File: src/design/brz_pkg.sv
// ----------------------------------------------------------------------------
// brz_pkg
// Shared constants, codes and controller/datapath types for the bilinear
// resize block.
// ----------------------------------------------------------------------------
package brz_pkg;

  // Storage sizes
  localparam int IMAGE_BYTES  = 4096;
  localparam int MAX_OUT_DIM  = 256;
  localparam int MAX_CHANNELS = 16;
  localparam int IMG_AW       = $clog2(IMAGE_BYTES);
  localparam int TBL_AW       = $clog2(MAX_OUT_DIM);
  localparam int TBL_W        = 34;

  // Fixed point: Q10 weights, products rounded by 2^19 and scaled by 2^20
  localparam int Q_FRAC   = 10;
  localparam int SCALE_SH = 20;
  localparam int ROUND    = 1 << 19;

  // Input operation codes
  typedef enum logic [1:0] {
    OP_SAMPLE = 2'd0,
    OP_COL    = 2'd1,
    OP_ROW    = 2'd2,
    OP_PIXEL  = 2'd3
  } opcode_t;

  // Result status codes
  typedef enum logic [1:0] {
    ST_OK          = 2'd0,
    ST_WIDTH_ZERO  = 2'd1,
    ST_RANGE       = 2'd2
  } status_t;

  // Configuration register indexes
  localparam logic [1:0] REG_IN_WIDTH = 2'd0;
  localparam logic [1:0] REG_CHANNELS = 2'd1;
  localparam logic [1:0] REG_OUT_WIDTH = 2'd2;

  // Controller states, one-hot
  typedef enum logic [8:0] {
    S_IDLE = 9'b000000001,
    S_DIV  = 9'b000000010,
    S_CHK  = 9'b000000100,
    S_TBL  = 9'b000001000,
    S_WGT  = 9'b000010000,
    S_BASE = 9'b000100000,
    S_RD   = 9'b001000000,
    S_MAC  = 9'b010000000,
    S_FIN  = 9'b100000000
  } state_t;

  // Controller to datapath commands
  typedef struct packed {
    logic       accept;
    logic       div_step;
    logic       wgt;
    logic       base;
    logic       scale;
    logic       rd;
    logic       mac;
    logic       fin;
    logic       emit_ow;
    logic       emit_rng;
    logic [1:0] tap;
  } cmd_t;

  // Datapath to controller status
  typedef struct packed {
    logic ow_zero;
    logic bad_range;
    logic no_chan;
    logic last_chan;
  } sts_t;

endpackage

File: src/design/brz_ctrl.sv
// ----------------------------------------------------------------------------
// brz_ctrl
// Sequencer: index division, table lookup, weight setup, then four tap
// reads and multiply-accumulates per channel.
// ----------------------------------------------------------------------------
module brz_ctrl
  import brz_pkg::*;
(
  input  logic       clk,
  input  logic       rst,
  input  logic       start,
  input  logic [1:0] opcode,
  input  sts_t       sts,
  output cmd_t       cmd,
  output logic       busy
);

  state_t     state, state_next;
  logic [3:0] div_cnt;
  logic [1:0] tap;
  logic       accept;

  assign busy   = (state != S_IDLE);
  assign accept = start && (state == S_IDLE);

  // Next state and commands
  always_comb begin
    state_next   = state;
    cmd          = '0;
    cmd.accept   = accept;
    cmd.tap      = tap;
    unique case (state)
      S_IDLE: begin
        if (accept && (opcode == OP_PIXEL)) begin
          if (sts.ow_zero) begin
            cmd.emit_ow = 1'b1;
          end else begin
            state_next = S_DIV;
          end
        end
      end
      S_DIV: begin
        cmd.div_step = 1'b1;
        if (div_cnt == 4'hF) begin
          state_next = S_CHK;
        end
      end
      S_CHK: begin
        if (sts.bad_range) begin
          cmd.emit_rng = 1'b1;
          state_next   = S_IDLE;
        end else begin
          state_next = S_TBL;
        end
      end
      S_TBL: begin
        cmd.wgt    = 1'b1;
        state_next = S_WGT;
      end
      S_WGT: begin
        cmd.base   = 1'b1;
        state_next = S_BASE;
      end
      S_BASE: begin
        cmd.scale  = 1'b1;
        state_next = sts.no_chan ? S_IDLE : S_RD;
      end
      S_RD: begin
        cmd.rd     = 1'b1;
        state_next = S_MAC;
      end
      S_MAC: begin
        cmd.mac    = 1'b1;
        state_next = (tap == 2'd3) ? S_FIN : S_RD;
      end
      S_FIN: begin
        cmd.fin    = 1'b1;
        state_next = sts.last_chan ? S_IDLE : S_RD;
      end
      default: begin
        state_next = S_IDLE;
      end
    endcase
  end

  // State, division step count and tap index
  always_ff @(posedge clk) begin
    if (rst) begin
      state   <= S_IDLE;
      div_cnt <= '0;
      tap     <= '0;
    end else begin
      state <= state_next;
      if (state == S_DIV) begin
        div_cnt <= div_cnt + 4'd1;
      end else begin
        div_cnt <= '0;
      end
      if (state == S_MAC) begin
        tap <= tap + 2'd1;
      end else if (state != S_RD) begin
        tap <= '0;
      end
    end
  end

endmodule

File: config.mk
export PLATFORM = sky130hd
export DESIGN_NAME = brz_ctrl
export DESIGN_NICKNAME = d
export VERILOG_FILES = /design/src/design/brz_pkg.sv /design/src/design/brz_ctrl.sv
export SDC_FILE = /design/constraint.sdc
export NUM_CORES = 1
export LEC_CHECK = 0
export BUFFER_PORTS_ARGS = -buffer_cell sky130_fd_sc_hd__buf_2
export CORE_MARGIN = 2
export CORE_UTILIZATION = 35
export CTS_BUF_LIST = sky130_fd_sc_hd__clkbuf_4
export CTS_CLUSTER_SIZE = 25
export DETAILED_ROUTE_END_ITERATION = 7
export PLACE_DENSITY = 0.54
export SYNTH_ARGS = -nofsm -noshare
export SYNTH_HDL_FRONTEND = slang
export SYNTH_SLANG_ARGS = --single-unit
File: constraint.sdc
create_clock -name clk -period 2 [get_ports clk]
set_clock_uncertainty 0.15 [all_clocks]
set_input_delay 0.6 -clock clk [delete_from_list [all_inputs] [get_ports clk]]
set_output_delay 0.6 -clock clk [all_outputs]
set_load 0.05 [all_outputs]
## After elaboration in Yosys (flattened, before gate mapping)

Cells that the tools add are included.

| word-level totals | value |
|---|---|
| output and inout bits | 13 |
| word-level logic and storage cells | 50 |
| bits in registers | 15 |

| operators by class | value |
|---|---|
| bitwise gates (word level) | 1 |
| equal/unequal tests | 17 |
| muxes and demuxes | 22 |
| reductions and logical operators | 5 |
| add/subtract/negate cells | 2 |

Operator list:

| cell | number |
|---|---|
| $pmux 9 s9 | 1 |
| $mux 9 | 4 |
| $mux 7 | 2 |
| $mux 1 | 12 |
| $eq 9x1->1 const B | 1 |
| $eq 9x2->1 const B | 1 |
| $eq 9x3->1 const B | 1 |
| $eq 9x4->1 const B | 1 |
| $eq 9x5->1 const B | 1 |
| $eq 9x6->1 const B | 1 |
| $eq 9x7->1 const B | 1 |
| $eq 9x8->1 const B | 1 |
| $eq 9x9->1 const B | 1 |
| $ne 9x1->1 const B | 1 |
| $ne 9x7->1 const B | 1 |
| $add 4x1->4 const B | 1 |
| $eq 2x2->1 const B | 2 |
| $eq 4x4->1 const B | 1 |
| $mux 2 | 2 |
| $mux 4 | 1 |
| $ne 2x2->1 const B | 2 |
| $reduce_and 3->1 | 1 |
| $add 2x1->2 const B | 1 |
| $logic_and 1x1->1 | 2 |
| other kinds (4) | 4 |

## Depth between registers and ports, before layout

Gate-level depths: netlist of run 1.

| logic depth | value |
|---|---|
| depth after elaboration | 5 |
| depth in mapped cells | 6 |
| gate-level depth less buffers | 5 |

## Worst setup path after synthesis of run 1

Ideal clock, no wire load.

| timing path | value |
|---|---|
| path type | register -> output |
| from | register state[5] |
| to | output port cmd[3] in the netlist's numbering |
| stages on the path, launching flop included | 6 |
| slack | -1.193 ns |
| buffers on the path | 1 |
| arrival | 2.443 ns |
| cell sequence | dfxtp_1 -> buf_6 -> nor3_4 -> and4bb_4 -> nand2_1 -> nor3_1 |

RTL lines:

| item | RTL line | text |
|---|---|---|
| start: declaration | brz_ctrl.sv:18 | `state_t state, state_next;` |
| start signal: assignment | brz_ctrl.sv:93 | `state <= state_next;` |
| end: declaration | brz_ctrl.sv:14 | `output cmd_t cmd,` |

==> results of run 1 <==
==> final cells by class <==
cell class / instances / share of cell area
repair buffers: 46 / 0.273
clock inverters: 1 / 0.00363
well taps: 30 / 0.0272
flip-flops and latches: 15 / 0.222
multi-input cells: 76 / 0.447
inverters: 4 / 0.0109
clock buffers: 3 / 0.0163
==> critical path, stage by stage (launching register included) <==
cell and delay [ps]:
dfxtp_2 340, nor3_4 200, and4bb_4 320, nor2b_2 180, buf_6 170
==> per-layer routing <==
metal / part of all wire / wire length (um)
met5: 0 / 0
met4: 0.0077 / 17
met3: 0.025 / 54
met2: 0.51 / 1120
met1: 0.46 / 1010
==> cells in the mapped netlist (2+ instances only) <==
library cell | number | share of area
and2_1 | 3 | 0.022
nor4_1 | 4 | 0.029
a21oi_1 | 5 | 0.029
nor3_1 | 2 | 0.012
nand2b_1 | 3 | 0.022
xor2_1 | 2 | 0.020
and3_1 | 5 | 0.036
o21ai_0 | 4 | 0.023
nor2_1 | 8 | 0.035
buf_6 | 2 | 0.026
inv_1 | 4 | 0.017
nand2_1 | 5 | 0.022
ha_1 | 2 | 0.029
nand3b_1 | 2 | 0.017
dfxtp_1 | 15 | 0.35
nor2b_1 | 6 | 0.043
nand3_1 | 2 | 0.012
==> state kept, by name, summed over array words and instances (netlist names) <==
signal and flops:
state 9, div_cnt 4, tap 2
==> through the flow <==
stage / instance area, sq um / utilization / hold slack (ps) / worst slack [ps]
2_1_floorplan: 945 / - / 268 / -251
3_3_place_gp: 1190 / 0.495 / 281 / -85.7
3_5_place_dp: 1190 / 0.495 / 292 / -102
4_1_cts: 1360 / 0.565 / 308 / -265
5_1_grt: 1380 / 0.573 / 331 / -331
6_report: 1380 / 0.573 / 304 / -241
==> cells by family after synthesis <==
logic type	share of synthesized area
adders and majority gates	0.0289
xor gates and xnor gates	0.0303
buffers and inverters	0.0563
AOI/OAI and AO/OA	0.153
and+or+nand+nor	0.385
DFF	0.346
==> report_power, final <==
| part | internal, uW | switching [uW] |
|---|---|---|
| clock | 74.2 | 101 |
| combinational | 37.8 | 43.7 |
| sequential | 300 | 3.27 |
| total | 412 | 148 |
==> timing repair <==
action                     in CTS  in global routing
buffers inserted                5                  0
hold endpoints to repair        0                  0
setup endpoints to repair      11                 17
gates resized for setup        34                  7
pin swaps                       9                  3
gates cloned                    0                  0
==> cell usage in the layout, fill, tap and decap left out, drive strengths merged, types with 2 or more instances in the layout <==
cell type  count
nand2          5
o32ai          2
nand2b         3
nand3          2
ha             2
and3           5
and2           3
xor2           2
o21ai          4
buf           46
clkbuf         3
nor2          10
nand3b         2
dfxtp         15
nor2b          6
inv            4
nor4           5
a21oi          6
nor3           3
==> worst max path at each step <==
stage                     depth (start not counted)      from       to  slack [ps]
after global routing                              5  state[7]   cmd[3]        -330
after floorplan                                   5  state[5]   cmd[3]        -250
after detailed placement                          5  state[7]   cmd[3]        -100
after global placement                            5  state[7]   cmd[3]         -90
after CTS                                         5  state[2]   cmd[7]        -270
final                                             4  state[7]  cmd[10]        -240
==> metrics.txt, run 1 <==
initial antenna violation count 0; Final WS setup -241 ps; Seq/Total Area, Yosys 0.346; Sum Neg Setup Slack -2360 ps; FP Rows 18; Worst slew margin 0.763; failing checks setup timing; Critical Path RT between 1000 and 1500 ps; H-tree levels 1; Post-DP HPWL about 1.7 mm; Mapped Cells just under 100; fin nets 157; fmax around 450 MHz; CP Class reg2out; post-synthesis cell type count between 40 and 50; footprint of the multi-input gates a little over 600 sq um; FF-to-FF End state[1]; Die X 53.8 um; die area 0.00289 sq mm; final RePlAce weighted congestion about 0.77; cells on worst reg2reg path 6; Max VDD drop 0.319 mV; Clock Pin Slew Worst Setup and Hold Paths roughly 90 ps; Max-Cap Viols 0; Num CTS Buffers 3; startpoint types flop; Arr. time, crit path around 1500 ps; Slew Limit Fails 0; GRT Max-Usage Layer met2; P_leak approximately 0.00059 uW; Min-Delay Path Depth 1; RSZ-0062 raised after global routing true; WL/cell between 10 and 15 um; Yosys warning total 0; met2 usage 0.317; PnR Total Power between 500 and 600 uW; CTS tree yes; Final min period about 2200 ps; status complete, but fails checks; clock latency on the worst-skew pair between 200 and 300 ps; FFs w/ async S/R, synth 0; WL final roughly 2.2 mm; clock buffer depth 2; Die H 53.8 um; Area growth, synth to finish 59.2%; routed vias around 880; # setup viols final 11; Non-Filler Instances ~180; largest net degree at the start of global routing 10; total grt overflow 0; diodes inserted 0; all-layer global routing usage 0.180; flops & latches, synth 15; Power Dens Cells ~400 mW/mm^2; # fillers around 220; Net Count, Synth between 100 and 150; Core Area 0.00241 sq mm; Initial DRT Pass Iterations 4; R2R Path Start state[7]; met1 global-route usage 0.212; Min-Delay Startpoint div_cnt[0]; crit path max fanout 4; PortBufs 21; Initial Utilization 0.360; final hold viol count 0; Top FF cell, synth dfxtp_1; total area of sequential cells about 310 sq um; Iter 0 DRT Violations 8; Worst Hold Endpoint div_cnt[0]; antenna-violating nets left 0; Vias/cell 5.01; met3 usage 0.0333; Synth Cell Area 867 sq um; I/O pin count 22; Clock Sinks 15; vias in the first global route around 900; Hold-fix buffers, CTS 0; type of the worst min-delay path reg2reg; Worst Tran Pin Value approximately 350 ps; global-route wire length before repair between 3 and 4 mm; number of remaining DRC errors 0; Synth Area per Inst ~8.8 sq um; Cells after DPL 166; share of cells above drive strength 1 0.531; root buf cell clkbuf_4; final worst-path cycle share 1.12; r2r setup slk between 100 and 150 ps; number of flops mapped to enable cells by yosys 0; endpoint class of the critical path output port
(Power assumes the default switching activity.)
==> run 2, diff against run 1 <==
CELL_PAD_IN_SITES_DETAIL_PLACEMENT = 1   (was not set)
CELL_PAD_IN_SITES_GLOBAL_PLACEMENT = 2   (was not set)
CORE_UTILIZATION = 31   (was 35)
PLACE_DENSITY = 0.76   (was 0.54)
==> run 2 against run 1 <==
- the flow still finishes with violations (setup timing)
- combinational power increased by 9.7%
- highest routed layer unchanged
- core utilization decreased by 3.0 points
- non-clock buffer count increased by 7
- cell area increased by 6.6%
- clock power up 7%
==> metrics.txt, run 2 (synthesis gave the netlist of run 1 again) <==
FP Rows 19 (+1); Pint 433 uW (+5.1%); Initial DRT Pass Iterations 2 (-2); Core Area 0.00271 sq mm (+12%); fmax 436 MHz (-2.3%); die area 0.00324 sq mm (+12%); RSZ-0062 raised after global routing true; Power Dens Cells 394 mW/mm^2 (-2.9%); Worst Tran Pin Value 394 ps (+43.1 ps); startpoint types flop; Worst Path Buf+Inv 1 (unchanged); H-tree levels 1 (unchanged); Arr. time, crit path 1540 ps (+50 ps); Die H 56.9 um (+5.8%); PnR Total Power 580 uW (+3.6%); fin nets 164 (+4.5%); Sw Share 0.253 (-0.0109); type of the worst min-delay path reg2reg; Final WS setup -294 ps (-53.5 ps); I/O pin count 22 (unchanged); Hold-fix buffers, CTS 0 (unchanged); WL final 2.59 mm (+18%); CP max stage cell dfxtp_2; Num CTS Buffers 3 (unchanged); WL/cell 14.2 um (+13%); Critical Path RT 1250 ps (about the same); design area 0.00147 sq mm (+6.6%); Clock Pin Slew Worst Setup and Hold Paths 90 ps (about the same); largest net degree at the start of global routing 9 (-1); routed vias 923 (+5.4%); Max VDD drop 0.310 mV (-3.1%); Final min period 2290 ps (+53.5 ps); register share of total power 0.521 (-0.021); Comb power frac 0.154 (+0.009); final hold viol count 0 (unchanged); Iter 0 DRT Violations 9 (+1); Top reg by flops state; P_sw 147 uW (-0.71%); global-route wire length before repair 4.24 mm (+13%); crit path max fanout 4 (unchanged); vias in the first global route 939 (+4.7%); CP peak stage delay 340 ps (about the same); Worst slew margin 0.734 (-0.0291); Initial Utilization 0.320 (-0.0399); clock power share 0.325 (+0.012); Crit path max-delay family simple AND/OR/NAND/NOR gates; CTS tree yes; final worst-path cycle share 1.15 (+0.0268); # setup viols final 11 (unchanged); cell mode on critical path nor3_4; diodes inserted 0 (unchanged); Vias/cell 5.04 (+0.76%); CP cell instances nor3_4, and4bb_4, nand2_8, nor3_4, buf_6; Post-DP HPWL 1.99 mm (+19%); final RePlAce weighted congestion 0.820 (+7.1%); clock latency on the worst-skew pair 270 ps (about the same); number of remaining DRC errors 0 (unchanged); share of cells above drive strength 1 0.572 (+0.0413); Clock Sinks 15 (unchanged); clock buffer depth 2 (unchanged); total grt overflow 0 (unchanged); CP Class reg2out; all-layer global routing usage 0.161 (-0.0188); Max-Cap Viols 0 (unchanged); Area growth, synth to finish 69.7%; max FFs per register 9 (unchanged); P_leak 0.000644 uW (+8.3%); Post-DP Area 0.00122 sq mm (+2.0%); endpoint class of the critical path output port; most common cell after layout, fill and taps aside buf_4; most frequent cells in the layout 29 x buf_4, 10 x buf_2, 9 x dfxtp_1; biggest regs state: 9 flops, div_cnt: 4 flops, tap: 2 flops; root buf cell clkbuf_4; status complete, but fails checks; antenna-violating nets left 0 (unchanged); WHS 317 ps (+13.2 ps); initial antenna violation count 0 (unchanged); Slew Limit Fails 0 (unchanged); PortBufs 21 (unchanged); Die X 56.9 um (+5.8%); failing checks setup timing
[run 2: timing repair]
| item | 4_1_cts | 5_1_grt |
|---|---|---|
| gates resized for setup | 35 | 15 |
| setup buffers | 2 | 7 |
| pin swaps | 6 | 11 |
| endpoints found under the setup margin | 11 | 17 |
[run 2: worst paths after layout]
| check | depth (start not counted) | start | endpoint | slack [ps] |
|---|---|---|---|---|
| hold reg to reg | 1 | div_cnt[0] | div_cnt[0] | 320 |
| setup reg to reg | 6 | state[7] | state[2] | 140 |
| hold / removal | 1 | div_cnt[0] | div_cnt[0] | 320 |
| setup / recovery | 5 | state[7] | cmd[3] | -290 |
[run 2: final cells by class]
type | count | area (sq um)
Clock buffer | 4 | 30.0
Fill cell | 308 | 1240
Inverter | 4 | 15.0
Multi-Input combinational cell | 76 | 632
Sequential cell | 15 | 308
Tap cell | 31 | 38.8
Timing Repair Buffer | 53 | 448
[run 2: through the flow]
step	worst slack, ps	utilization	setup TNS [ps]	cells
floorplan	-251	-	-838	99
global placement	-58.6	0.449	-229	170
detailed placement	-77.5	0.449	-312	170
CTS	-285	0.503	-2570	176
global route	-388	0.543	-3420	183
finish	-294	0.543	-2540	183
[run 2: per-layer routing]
layer | track usage | wire length (um)
met1 | 0.207 | 1180
met2 | 0.292 | 1350
met3 | 0.0207 | 56
met4 | 0.0199 | 10
met5 | 0 | 0
[run 2: power groups by stage]
stage	clock, uW	sequential [uW]	combinational, uW
global placement	0	309	75.8
CTS	192	302	83.8
floorplan	0	309	43.7
global route	208	303	95.4
finish	188	302	89.3
detailed placement	0	309	77.7
